--- src/rtl/core/mfp_pkg.sv ---
// shared types and codes for the message frame parser
// no dependencies; imported by the interfaces' users and all parser modules
package mfp_pkg;

   // parse phases, which double as the field kind codes 0 to 7
   localparam logic [3:0] PH_TYPE   = 4'd0;
   localparam logic [3:0] PH_ADDR   = 4'd1;
   localparam logic [3:0] PH_COUNT  = 4'd2;
   localparam logic [3:0] PH_TARGET = 4'd3;
   localparam logic [3:0] PH_ETYPE  = 4'd4;
   localparam logic [3:0] PH_SIZE   = 4'd5;
   localparam logic [3:0] PH_DATA   = 4'd6;
   localparam logic [3:0] PH_IGNORE = 4'd7;

   // field kinds
   localparam logic [2:0] KIND_TYPE    = 3'd0;
   localparam logic [2:0] KIND_ADDR    = 3'd1;
   localparam logic [2:0] KIND_COUNT   = 3'd2;
   localparam logic [2:0] KIND_TARGET  = 3'd3;
   localparam logic [2:0] KIND_ETYPE   = 3'd4;
   localparam logic [2:0] KIND_SIZE    = 3'd5;
   localparam logic [2:0] KIND_DATA    = 3'd6;
   localparam logic [2:0] KIND_IGNORED = 3'd7;

   // index of the last address byte
   localparam logic [2:0] LAST_ADDR_POS = 3'd5;

   // frame status codes
   localparam logic [1:0] ST_PENDING   = 2'd0;
   localparam logic [1:0] ST_OK        = 2'd1;
   localparam logic [1:0] ST_SHORT     = 2'd2;
   localparam logic [1:0] ST_TRUNCATED = 2'd3;

   // one input item
   typedef struct packed {
      logic [7:0] data_byte;
      logic       frame_end;
   } req_item_type;

   // one result item
   typedef struct packed {
      logic [2:0] field_kind;
      logic [7:0] field_value;
      logic [7:0] field_offset;
      logic [7:0] entry_number;
      logic       entry_done;
      logic       frame_done;
      logic [1:0] frame_status;
   } rsp_item_type;

endpackage

--- src/rtl/core/mfp_channels.sv ---
// valid/ready channel interfaces for the message frame parser
// no dependencies; the byte channel and the tagged result channel
interface mfp_req_if;
   logic       valid;
   logic       ready;
   logic [7:0] data_byte;
   logic       frame_end;

   modport source (output valid, data_byte, frame_end, input ready);
   modport sink   (input valid, data_byte, frame_end, output ready);
endinterface

interface mfp_rsp_if;
   logic       valid;
   logic       ready;
   logic [2:0] field_kind;
   logic [7:0] field_value;
   logic [7:0] field_offset;
   logic [7:0] entry_number;
   logic       entry_done;
   logic       frame_done;
   logic [1:0] frame_status;

   modport source (output valid, field_kind, field_value, field_offset, entry_number,
                   entry_done, frame_done, frame_status, input ready);
   modport sink   (input valid, field_kind, field_value, field_offset, entry_number,
                   entry_done, frame_done, frame_status, output ready);
endinterface

--- src/rtl/core/mfp_in_reg.sv ---
// input register stage of the message frame parser
// depends on mfp_pkg for the input item type
module mfp_in_reg (
   input  logic                  clock,
   input  logic                  reset,
   input  logic                  in_valid,
   output logic                  in_ready,
   input  mfp_pkg::req_item_type in_item,
   input  logic                  take,
   output logic                  held_valid,
   output mfp_pkg::req_item_type held_item
);
   import mfp_pkg::*;

   logic         valid_ff;
   logic         valid_in;
   req_item_type item_ff;

   // free when empty or when the held item moves on this cycle
   assign in_ready = !valid_ff || take;
   assign valid_in = (in_valid && in_ready) || (valid_ff && !take);

   always_ff @(posedge clock) begin
      if (reset) begin
         valid_ff <= 1'b0;
      end else begin
         valid_ff <= valid_in;
      end
   end

   // payload needs no reset
   always_ff @(posedge clock) begin
      if (in_valid && in_ready) begin
         item_ff <= in_item;
      end
   end

   assign held_valid = valid_ff;
   assign held_item  = item_ff;

endmodule

--- src/rtl/core/mfp_parse_core.sv ---
// frame parser state and per-byte tagging logic
// depends on mfp_pkg for phase, kind and status codes and item types
module mfp_parse_core (
   input  logic                  clock,
   input  logic                  reset,
   input  logic                  advance,
   input  mfp_pkg::req_item_type item,
   output mfp_pkg::rsp_item_type result
);
   import mfp_pkg::*;

   logic [3:0] phase_ff,       phase_in;
   logic [2:0] header_pos_ff,  header_pos_in;
   logic [7:0] entries_rem_ff, entries_rem_in;
   logic [7:0] data_rem_ff,    data_rem_in;
   logic [7:0] cur_entry_ff,   cur_entry_in;
   logic [7:0] data_pos_ff,    data_pos_in;

   logic [7:0] entries_dec;
   logic [7:0] data_dec;
   logic       finish;

   assign entries_dec = entries_rem_ff - 8'd1;
   assign data_dec    = data_rem_ff - 8'd1;

   // tag the byte and work out the next state
   always_comb begin
      phase_in       = phase_ff;
      header_pos_in  = header_pos_ff;
      entries_rem_in = entries_rem_ff;
      data_rem_in    = data_rem_ff;
      cur_entry_in   = cur_entry_ff;
      data_pos_in    = data_pos_ff;
      finish         = 1'b0;

      result.field_kind   = KIND_IGNORED;
      result.field_value  = item.data_byte;
      result.field_offset = 8'd0;
      result.entry_number = 8'd0;
      result.entry_done   = 1'b0;
      result.frame_done   = 1'b0;
      result.frame_status = ST_PENDING;

      unique case (phase_ff)
         PH_TYPE: begin
            result.field_kind = KIND_TYPE;
            header_pos_in     = 3'd0;
            phase_in          = PH_ADDR;
         end
         PH_ADDR: begin
            result.field_kind   = KIND_ADDR;
            result.field_offset = {5'd0, header_pos_ff};
            if (header_pos_ff >= LAST_ADDR_POS) begin
               phase_in = PH_COUNT;
            end else begin
               header_pos_in = header_pos_ff + 3'd1;
            end
         end
         PH_COUNT: begin
            result.field_kind = KIND_COUNT;
            entries_rem_in    = item.data_byte;
            cur_entry_in      = 8'd0;
            if (item.data_byte == 8'd0) begin
               result.frame_done = 1'b1;
               phase_in          = PH_IGNORE;
            end else begin
               phase_in = PH_TARGET;
            end
         end
         PH_TARGET: begin
            result.field_kind   = KIND_TARGET;
            result.entry_number = cur_entry_ff;
            phase_in            = PH_ETYPE;
         end
         PH_ETYPE: begin
            result.field_kind   = KIND_ETYPE;
            result.entry_number = cur_entry_ff;
            phase_in            = PH_SIZE;
         end
         PH_SIZE: begin
            result.field_kind   = KIND_SIZE;
            result.entry_number = cur_entry_ff;
            data_rem_in         = item.data_byte;
            data_pos_in         = 8'd0;
            if (item.data_byte == 8'd0) begin
               finish = 1'b1;
            end else begin
               phase_in = PH_DATA;
            end
         end
         PH_DATA: begin
            result.field_kind   = KIND_DATA;
            result.entry_number = cur_entry_ff;
            result.field_offset = data_pos_ff;
            data_pos_in         = data_pos_ff + 8'd1;
            data_rem_in         = data_dec;
            finish              = (data_dec == 8'd0);
         end
         default: begin
            result.field_kind = KIND_IGNORED;
            phase_in          = PH_IGNORE;
         end
      endcase

      // entry complete: step to the next entry or to the trailing bytes
      if (finish) begin
         result.entry_done = 1'b1;
         entries_rem_in    = entries_dec;
         if (entries_dec == 8'd0) begin
            result.frame_done = 1'b1;
            phase_in          = PH_IGNORE;
         end else begin
            cur_entry_in = cur_entry_ff + 8'd1;
            phase_in     = PH_TARGET;
         end
      end

      // final byte: report status and start over
      if (item.frame_end) begin
         if (phase_ff == PH_TYPE || phase_ff == PH_ADDR) begin
            result.frame_status = ST_SHORT;
         end else if (result.frame_done || phase_ff >= PH_IGNORE) begin
            result.frame_status = ST_OK;
         end else begin
            result.frame_status = ST_TRUNCATED;
         end
         phase_in       = PH_TYPE;
         header_pos_in  = 3'd0;
         entries_rem_in = 8'd0;
         data_rem_in    = 8'd0;
         cur_entry_in   = 8'd0;
         data_pos_in    = 8'd0;
      end
   end

   // parser state, updated when a byte moves to the result register
   always_ff @(posedge clock) begin
      if (reset) begin
         phase_ff       <= PH_TYPE;
         header_pos_ff  <= 3'd0;
         entries_rem_ff <= 8'd0;
         data_rem_ff    <= 8'd0;
         cur_entry_ff   <= 8'd0;
         data_pos_ff    <= 8'd0;
      end else if (advance) begin
         phase_ff       <= phase_in;
         header_pos_ff  <= header_pos_in;
         entries_rem_ff <= entries_rem_in;
         data_rem_ff    <= data_rem_in;
         cur_entry_ff   <= cur_entry_in;
         data_pos_ff    <= data_pos_in;
      end
   end

   // a final byte always leaves the parser waiting for a type byte
   a_restart: assert property (@(posedge clock) disable iff (reset)
      advance && item.frame_end |=> phase_ff == PH_TYPE)
      else $error("parser did not restart after final byte");

   // status only on the final byte
   a_status_final: assert property (@(posedge clock) disable iff (reset)
      advance && !item.frame_end |-> result.frame_status == ST_PENDING)
      else $error("status on a byte that is not final");

   // entry end only on a size or data byte
   a_entry_kind: assert property (@(posedge clock) disable iff (reset)
      advance && result.entry_done |->
         (result.field_kind == KIND_SIZE || result.field_kind == KIND_DATA))
      else $error("entry end on wrong field kind");

   // frame end is followed by trailing bytes unless the frame closes
   a_frame_done: assert property (@(posedge clock) disable iff (reset)
      advance && result.frame_done && !item.frame_end |=> phase_ff == PH_IGNORE)
      else $error("frame end did not move to trailing bytes");

endmodule

--- src/rtl/core/message_frame_parser.sv ---
// message frame parser: an accepted byte becomes a result item by way of the
// input register, then tagging logic into the result register
// one item per cycle unless output stalls; each byte costs one phase update
// reset is synchronous and active high: clears both stage valids and returns
// the parser to waiting for a message type byte
module message_frame_parser (
   input  logic              clock,
   input  logic              reset,
   mfp_req_if.sink           req_ch,
   mfp_rsp_if.source         rsp_ch
);
   import mfp_pkg::*;

   req_item_type req_item;
   req_item_type held_item;
   rsp_item_type tag_out;
   rsp_item_type rsp_item_ff;
   logic         held_valid;
   logic         advance;
   logic         rsp_valid_ff;
   logic         rsp_valid_in;
   logic         out_free;

   assign req_item.data_byte = req_ch.data_byte;
   assign req_item.frame_end = req_ch.frame_end;

   // result register is free when empty or being taken
   assign out_free = !rsp_valid_ff || rsp_ch.ready;
   assign advance  = held_valid && out_free;

   mfp_in_reg u_in_reg (
      .clock      (clock),
      .reset      (reset),
      .in_valid   (req_ch.valid),
      .in_ready   (req_ch.ready),
      .in_item    (req_item),
      .take       (advance),
      .held_valid (held_valid),
      .held_item  (held_item)
   );

   mfp_parse_core u_parse (
      .clock   (clock),
      .reset   (reset),
      .advance (advance),
      .item    (held_item),
      .result  (tag_out)
   );

   // result register
   assign rsp_valid_in = advance || (rsp_valid_ff && !rsp_ch.ready);

   always_ff @(posedge clock) begin
      if (reset) begin
         rsp_valid_ff <= 1'b0;
      end else begin
         rsp_valid_ff <= rsp_valid_in;
      end
   end

   always_ff @(posedge clock) begin
      if (advance) begin
         rsp_item_ff <= tag_out;
      end
   end

   assign rsp_ch.valid        = rsp_valid_ff;
   assign rsp_ch.field_kind   = rsp_item_ff.field_kind;
   assign rsp_ch.field_value  = rsp_item_ff.field_value;
   assign rsp_ch.field_offset = rsp_item_ff.field_offset;
   assign rsp_ch.entry_number = rsp_item_ff.entry_number;
   assign rsp_ch.entry_done   = rsp_item_ff.entry_done;
   assign rsp_ch.frame_done   = rsp_item_ff.frame_done;
   assign rsp_ch.frame_status = rsp_item_ff.frame_status;

endmodule

--- src/flat_wrapper.sv ---
// flat-port wrapper written by rule: the top's interface ports become plain ports
module message_frame_parser_flat import mfp_pkg::*;
  (clock, reset, req_ch_valid, req_ch_data_byte, req_ch_frame_end, req_ch_ready, rsp_ch_valid, rsp_ch_field_kind, rsp_ch_field_value, rsp_ch_field_offset, rsp_ch_entry_number, rsp_ch_entry_done, rsp_ch_frame_done, rsp_ch_frame_status, rsp_ch_ready);
  mfp_req_if req_ch_i ();
  mfp_rsp_if rsp_ch_i ();
  input  logic clock;
  input  logic reset;
  input wire logic [$bits(req_ch_i.valid)-1:0] req_ch_valid;
  input wire logic [$bits(req_ch_i.data_byte)-1:0] req_ch_data_byte;
  input wire logic [$bits(req_ch_i.frame_end)-1:0] req_ch_frame_end;
  output wire logic [$bits(req_ch_i.ready)-1:0] req_ch_ready;
  output wire logic [$bits(rsp_ch_i.valid)-1:0] rsp_ch_valid;
  output wire logic [$bits(rsp_ch_i.field_kind)-1:0] rsp_ch_field_kind;
  output wire logic [$bits(rsp_ch_i.field_value)-1:0] rsp_ch_field_value;
  output wire logic [$bits(rsp_ch_i.field_offset)-1:0] rsp_ch_field_offset;
  output wire logic [$bits(rsp_ch_i.entry_number)-1:0] rsp_ch_entry_number;
  output wire logic [$bits(rsp_ch_i.entry_done)-1:0] rsp_ch_entry_done;
  output wire logic [$bits(rsp_ch_i.frame_done)-1:0] rsp_ch_frame_done;
  output wire logic [$bits(rsp_ch_i.frame_status)-1:0] rsp_ch_frame_status;
  input wire logic [$bits(rsp_ch_i.ready)-1:0] rsp_ch_ready;
  assign req_ch_i.valid = req_ch_valid;
  assign req_ch_i.data_byte = req_ch_data_byte;
  assign req_ch_i.frame_end = req_ch_frame_end;
  assign req_ch_ready = req_ch_i.ready;
  assign rsp_ch_valid = rsp_ch_i.valid;
  assign rsp_ch_field_kind = rsp_ch_i.field_kind;
  assign rsp_ch_field_value = rsp_ch_i.field_value;
  assign rsp_ch_field_offset = rsp_ch_i.field_offset;
  assign rsp_ch_entry_number = rsp_ch_i.entry_number;
  assign rsp_ch_entry_done = rsp_ch_i.entry_done;
  assign rsp_ch_frame_done = rsp_ch_i.frame_done;
  assign rsp_ch_frame_status = rsp_ch_i.frame_status;
  assign rsp_ch_i.ready = rsp_ch_ready;
  message_frame_parser u_core (.clock(clock), .reset(reset), .req_ch(req_ch_i), .rsp_ch(rsp_ch_i));
endmodule
--- config.mk ---
export PLATFORM = sky130hd
export DESIGN_NAME = message_frame_parser_flat
export DESIGN_NICKNAME = d
export VERILOG_FILES = /design/src/rtl/core/mfp_pkg.sv /design/src/rtl/core/mfp_channels.sv /design/src/rtl/core/mfp_in_reg.sv /design/src/rtl/core/mfp_parse_core.sv /design/src/rtl/core/message_frame_parser.sv /design/src/flat_wrapper.sv
export SDC_FILE = /design/constraint.sdc
export NUM_CORES = 1
export LEC_CHECK = 0
export ABC_AREA = 1
export BUFFER_PORTS_ARGS = -buffer_cell sky130_fd_sc_hd__buf_4
export CAP_MARGIN = 40
export CORE_ASPECT_RATIO = 1.5
export CORE_MARGIN = 5
export CORE_UTILIZATION = 55
export DETAILED_ROUTE_END_ITERATION = 8
export PLACE_DENSITY = 0.76
export SLEW_MARGIN = 20
export SYNTH_ARGS = -nofsm -noshare
export SYNTH_HDL_FRONTEND = slang
export SYNTH_HIERARCHICAL = 1
export SYNTH_SLANG_ARGS = --single-unit
--- constraint.sdc ---
create_clock -name clock -period 5.7 [get_ports clock]
set_input_delay 0 -clock clock [delete_from_list [all_inputs] [get_ports clock]]
set_output_delay 0 -clock clock [all_outputs]
set_load 0.005 [all_outputs]
==> After elaboration in Yosys (flattened, before gate mapping) <==
Cells that the tools add are included.
{ "classes": {"add_sub_neg": 5, "mux": 30, "magnitude_cmp": 2, "n_eq_ne": 10, "bitwise": 1, "reduce_logical": 27} }
{ "op_table": {"columns": ["cell", "count"], "rows": [
  ["$mux 8", 9],
  ["$pmux 8 s2", 3],
  ["$pmux 4 s7", 1],
  ["$logic_not 8->1", 3],
  ["$pmux 3 s7", 1],
  ["$add 8x1->8 const B", 2],
  ["$mux 4", 4],
  ["$sub 8x1->8 const B", 2],
  ["$eq 4x3->1 const B", 3],
  ["$mux 3", 4],
  ["$reduce_bool 3->1", 3],
  ["$eq 4x2->1 const B", 2],
  ["$ne 4x3->1 const B", 2],
  ["$logic_or 1x1->1", 6],
  ["$mux 2", 3],
  ["$ne 3x2->1 const B", 2],
  ["$pmux 3 s2", 1],
  ["$eq 4x1->1 const B", 1],
  ["$ge 4x3->1 const B", 1],
  ["$logic_and 1x1->1", 4],
  ["$logic_not 1->1", 4],
  ["$logic_not 4->1", 1],
  ["$reduce_and 2->1", 2],
  ["$reduce_and 4->1", 1],
  ["8 further kinds", 10]
]} }
{ "totals": {"register_bits": 81, "out_inout_bits": 33, "word_cells": 93, "input_bits": 13} }

==> Logic depth before layout (Yosys ltp) <==
{ "depth": {"depth_word": 8, "mapped_depth": 16, "mapped_depth_nobuf": 15} }

==> Hierarchy <==
Netlist, hierarchy kept.
{ "by_module_without_submodules": {"columns": ["mod", "n_inst", "seq_area_each_um2", "cells_per_inst", "area_per_inst_um2"], "rows": [
  ["mfp_parse_core", 1, 760.7, 449, 2768.9],
  ["message_frame_parser", 1, 950.9, 37, 978.4],
  ["mfp_in_reg", 1, 290.3, 15, 317.8]
]} }

==> Worst setup path before layout <==
Ideal clock, no wire load.
{ "synth_path": {"kind": "register -> register", "startpoint": "register u_core.u_in_reg.valid_ff, in the netlist u_core/u_in_reg/held_valid", "endpoint": "register u_core.u_parse.cur_entry_ff[2]", "setup_time_ps": 71, "path_stages_with_launch": 8, "required_ps": 5629, "period_less_slack_ps": 3965, "n_path_buf": 1, "arrival_time_ps": 3895, "slack_ps": 1735, "path_cell_list": "dfxtp_1 > inv_1 > a21oi_1 > clkinv_1 > nor2_1 > clkbuf_1 > nand3_1 > a21oi_1"} }
{ "synth_via": {"elab_chain_len": 1} }
{ "synth_rtl": {"columns": ["element", "line_no", "text"], "rows": [
  ["start: declaration", "mfp_in_reg.sv:15", "logic valid_ff;"],
  ["start signal: assignment", "mfp_in_reg.sv:27", "valid_ff <= valid_in;"],
  ["$logic_and 1x1->1", "message_frame_parser.sv:29", "assign advance = held_valid && out_free;"],
  ["via u_core.advance", "message_frame_parser.sv:19", "logic advance;"],
  ["end signal: assignment", "mfp_parse_core.sv:150", "cur_entry_ff <= cur_entry_in;"],
  ["end: declaration", "mfp_parse_core.sv:16", "logic [7:0] cur_entry_ff, cur_entry_in;"]
]} }
The timed path passes the listed nets, and every way through them passes these cells.
A chain may end at the register's enable or synchronous reset.

==> Final worst setup path <==
{ "layout_path": {"startpoint": "register u_core.u_in_reg.valid_ff, in the netlist u_core/u_in_reg/held_valid", "endpoint": "register u_core.u_parse.data_rem_ff[7]"} }
{ "layout_via": {"elab_chain_len": 2} }
{ "layout_rtl": {"columns": ["element", "line_no", "text"], "rows": [
  ["$logic_and 1x1->1", "message_frame_parser.sv:29", null],
  ["via u_core.advance", "message_frame_parser.sv:19", null],
  ["$reduce_and 2->1 (no line)", null, null],
  ["end signal: assignment", "mfp_parse_core.sv:149", "data_rem_ff <= data_rem_in;"],
  ["end: declaration", "mfp_parse_core.sv:15", "logic [7:0] data_rem_ff, data_rem_in;"]
]} }
The timed path passes the listed nets, and every way through them passes these cells.

==> impl_metrics.ini <==
[status]
status = completed

[placed_design]
pre_cts_ws_ns = 2.73
io_buffers = 45
gp_congestion = 0.892
dp_hpwl_mm = 6.07
placedCellCount = 623
dpl_cell_area_um2 = 4400

[grt]
grt_max_degree = 37
grt-ovfl-total = 0
grt_usage = 0.205
antenna_found_initial = 0
grt_pass1_wl_mm = 14.6
grt_pass1_vias = 3255

[worst_hold_path]
hold_depth = 2
hold_class = in2reg
min_from = req_ch_data_byte[0]
whs_endpoint = u_core/u_in_reg/held_item[1]$_DFFE_PP_

[finish]
n_antenna_cell = 0
layoutNonFillerInstCount = 654
final_nets = 570
seq_area_um2 = 2000
multiInputGateArea_um2 = 1670
layout-drive-gt1-share = 0.157
area_delta_synth_final_pct = 17.9
design_area_um2 = 4790
n_fill_cell = 600

[worst_setup_path]
r2r_cells = 9
reg2reg_slack_ns = 3.18
worstSetupPathType = reg2reg
cp-end-kind = flip-flop
reg2reg_to = u_core/u_parse/data_rem_ff[7]$_SDFFE_PP0P_
crit_required_ns = 5.99
r2r_start = u_core/u_in_reg/held_valid$_SDFF_PP0_
crit_path_top_delay_cell = buf_4
crit_fanout = 36
slowest_delay_ns = 0.43
worstPathCellList = inv_1, a21oi_4, buf_4, clkinv_1, nor2_1, nand2_1, a21oi_1, o21ai_0, a21oi_1
crit_arrival_ns = 2.81
cp-start-kind = flip-flop
cpMostUsedCell = a21oi_1

[route]
drtIter0Drc = 238
vias_per_cell = 5.24
via_count = 3428
wirelength_mm = 8.78
dr.pass1.iters = 5
drc = 0
wl_per_cell_um = 13.4
ant_nets = 0

[clocking]
postCtsSetupBuffers = 0
ctsResizeCount = 0
clkLatencyLatePin_ns = 0.36
clockRootBuffer = clkbuf_8
cts_buffers = 9
cts-hold-fix-buffers = 14
clock-sinks = 80
cts_tree = built
clk_pin_slew_ns = 0.08
clock_path_buffers = 2
htreeDepth = 3

[floorplan]
initial_core_util = 0.563
rows = 38
die_x_um = 80.2
die-area_um2 = 9250
die_height_um = 115
io_pins = 46
core_area_um2 = 7230

[logic_synthesis]
yosysUniqueCellTypes = 36
netlist_instances = 501
synth_fp_nets = 522
yosysWarnings = 6
postSynthRegisterBits = 80
ys_seq_area_frac = 0.492
avgSynthCellArea_um2 = 8.11
synthesis.area_um2 = 4070

[pwr]
ir_drop_uv = 210
p_leak_nw = 1.97
cellPowerDensity_nw_per_um2 = 268

[timing]
hold_viol_final = 0
max-slew-margin-rel = 0.459
worst-slew-pin-transition_ns = 0.811
max_freq_mhz = 397
fin_crit_ns = 2.52
fin_tns_setup_ns = 0
clock_skew_ns = 0.00735
hold_slack_ns = 0.359
setup_ws_ns = 3.18
rsz0062_at_grt = no
final_max_slew_viol_count = 0
post-route-period-util = 0.442
final-setup-viol-count = 0

[job]
maxCapViolations = 0
[layout by cell type (no fill, tap or decap), types with 5 or more instances in the layout]
cell type        n
nor3_1           5
nand3_1         45
buf_4           47
ha_1             8
inv_1           60
nand2_1        107
dlygate4sd3_1   14
edfxtp_1        40
nand4_1          6
dfxtp_1         40
inv_2            5
xor2_1           7
nor2_1          61
clkbuf_8        11
o21ai_0         13
a21oi_1         35
nand2_2          9
[worst max-delay path: cells and delay by family (launching register included)]
kind / cells / cell delay [ns]
flops: 1 / 0.36
simple gates: 2 / 0.64
buf+inv: 3 / 0.92
compound gates: 4 / 0.51
[stage by stage]
stage,power (mW),util
global placement,0.790,0.609
detailed placement,0.792,0.609
global route,1.34,0.663
floorplan,0.747,-
CTS,1.29,0.662
finish,1.28,0.663
[cells in the mapped netlist]
cell type  instances  area share
nand2_1          107       0.099
nor2_1            61       0.056
inv_1             60       0.055
nand3_1           45       0.055
dfxtp_1           40        0.20
edfxtp_1          40        0.30
a21oi_1           36       0.044
o21ai_0           13       0.016
buf_4             10       0.018
nand2_2            9       0.014
clkbuf_1           8      0.0074
ha_1               8       0.025
xor2_1             7       0.015
nand4_1            6      0.0092
inv_2              5      0.0046
nor3_1             5      0.0062
buf_2              4      0.0049
xnor2_1            4      0.0086
a211oi_1           3      0.0055
clkinv_1           3      0.0028
nor3b_1            3      0.0055
o21ai_1            3      0.0037
o22ai_1            3      0.0046
a21oi_2            2      0.0043
buf_6              2      0.0055
nand2_4            2      0.0055
nand4_4            2       0.010
nor2_2             2      0.0031
a22oi_1            1      0.0018
a31oi_1            1      0.0015
nand3_2            1      0.0025
nand3b_1           1      0.0018
nand4_2            1      0.0031
nor2_4             1      0.0028
o21a_1             1      0.0018
o21bai_1           1      0.0018
[cell families (layout without fill, tap and decap cells)]
kind of cell / count (synthesis) / count (layout) / synth area share
simple gates: 246 / 246 / 0.275
xor+xnor: 11 / 11 / 0.0237
fa+ha+maj: 8 / 8 / 0.0246
compound gates: 64 / 64 / 0.0856
buf+inv: 92 / 145 / 0.0991
flops: 80 / 80 / 0.492
[sequential cells by signal (all words and copies together) (netlist names), 2 cells and up]
| signal | flops |
|---|---|
| u_core/rsp_ch.frame_status | 2 |
| u_core/u_parse/entries_rem_ff | 8 |
| u_core/rsp_ch.field_value | 8 |
| u_core/rsp_ch.field_kind | 3 |
| u_core/u_in_reg/held_item | 9 |
| u_core/u_parse/header_pos_ff | 3 |
| u_core/u_parse/data_pos_ff | 8 |
| u_core/u_parse/cur_entry_ff | 8 |
| u_core/rsp_ch.field_offset | 8 |
| u_core/u_parse/data_rem_ff | 8 |
| u_core/u_parse/phase_ff | 3 |
| u_core/rsp_ch.entry_number | 8 |
[routing by layer]
layer	vias up	GRT usage	wire length, um
li1	1711	-	-
met4	0	0.116	263
met3	20	0.0509	569
met2	130	0.352	4390
met5	-	0	0
met1	1567	0.229	3560
[cell type report]
type,instances,area share
clock buffers,14,0.0384
well taps,100,0.0261
flip-flops and latches,80,0.418
repair buffers,61,0.103
inverters,68,0.0533
multi-input cells,329,0.349
clock inverters,2,0.0125
[power by group]
group          internal [mW]  switching, mW  leakage, nW  total, mW
clock                  0.298          0.195        0.122      0.492
combinational         0.0575         0.0845         1.13      0.142
sequential             0.630         0.0183        0.714      0.648
total                  0.985          0.297         1.97       1.28
[worst max path at each step]
| stage | end | startpoint | slack [ns] |
|---|---|---|---|
| finish | u_core/u_parse/data_rem_ff[7]$_SDFFE_PP0P_ | u_core/u_in_reg/held_valid$_SDFF_PP0_ | 3.18 |
| detailed placement | u_core/u_parse/data_rem_ff[7]$_SDFFE_PP0P_ | u_core/u_in_reg/held_valid$_SDFF_PP0_ | 2.73 |
| global placement | u_core/u_parse/data_rem_ff[6]$_SDFFE_PP0P_ | u_core/u_in_reg/held_valid$_SDFF_PP0_ | 2.88 |
| global route | u_core/u_parse/data_rem_ff[7]$_SDFFE_PP0P_ | u_core/u_in_reg/held_valid$_SDFF_PP0_ | 2.93 |
| floorplan | u_core/u_parse/cur_entry_ff[2]$_SDFFE_PP0P_ | u_core/u_in_reg/held_valid$_SDFF_PP0_ | 1.73 |
| CTS | u_core/u_parse/data_rem_ff[7]$_SDFFE_PP0P_ | u_core/u_in_reg/held_valid$_SDFF_PP0_ | 2.67 |
(Power assumes the default switching activity.)
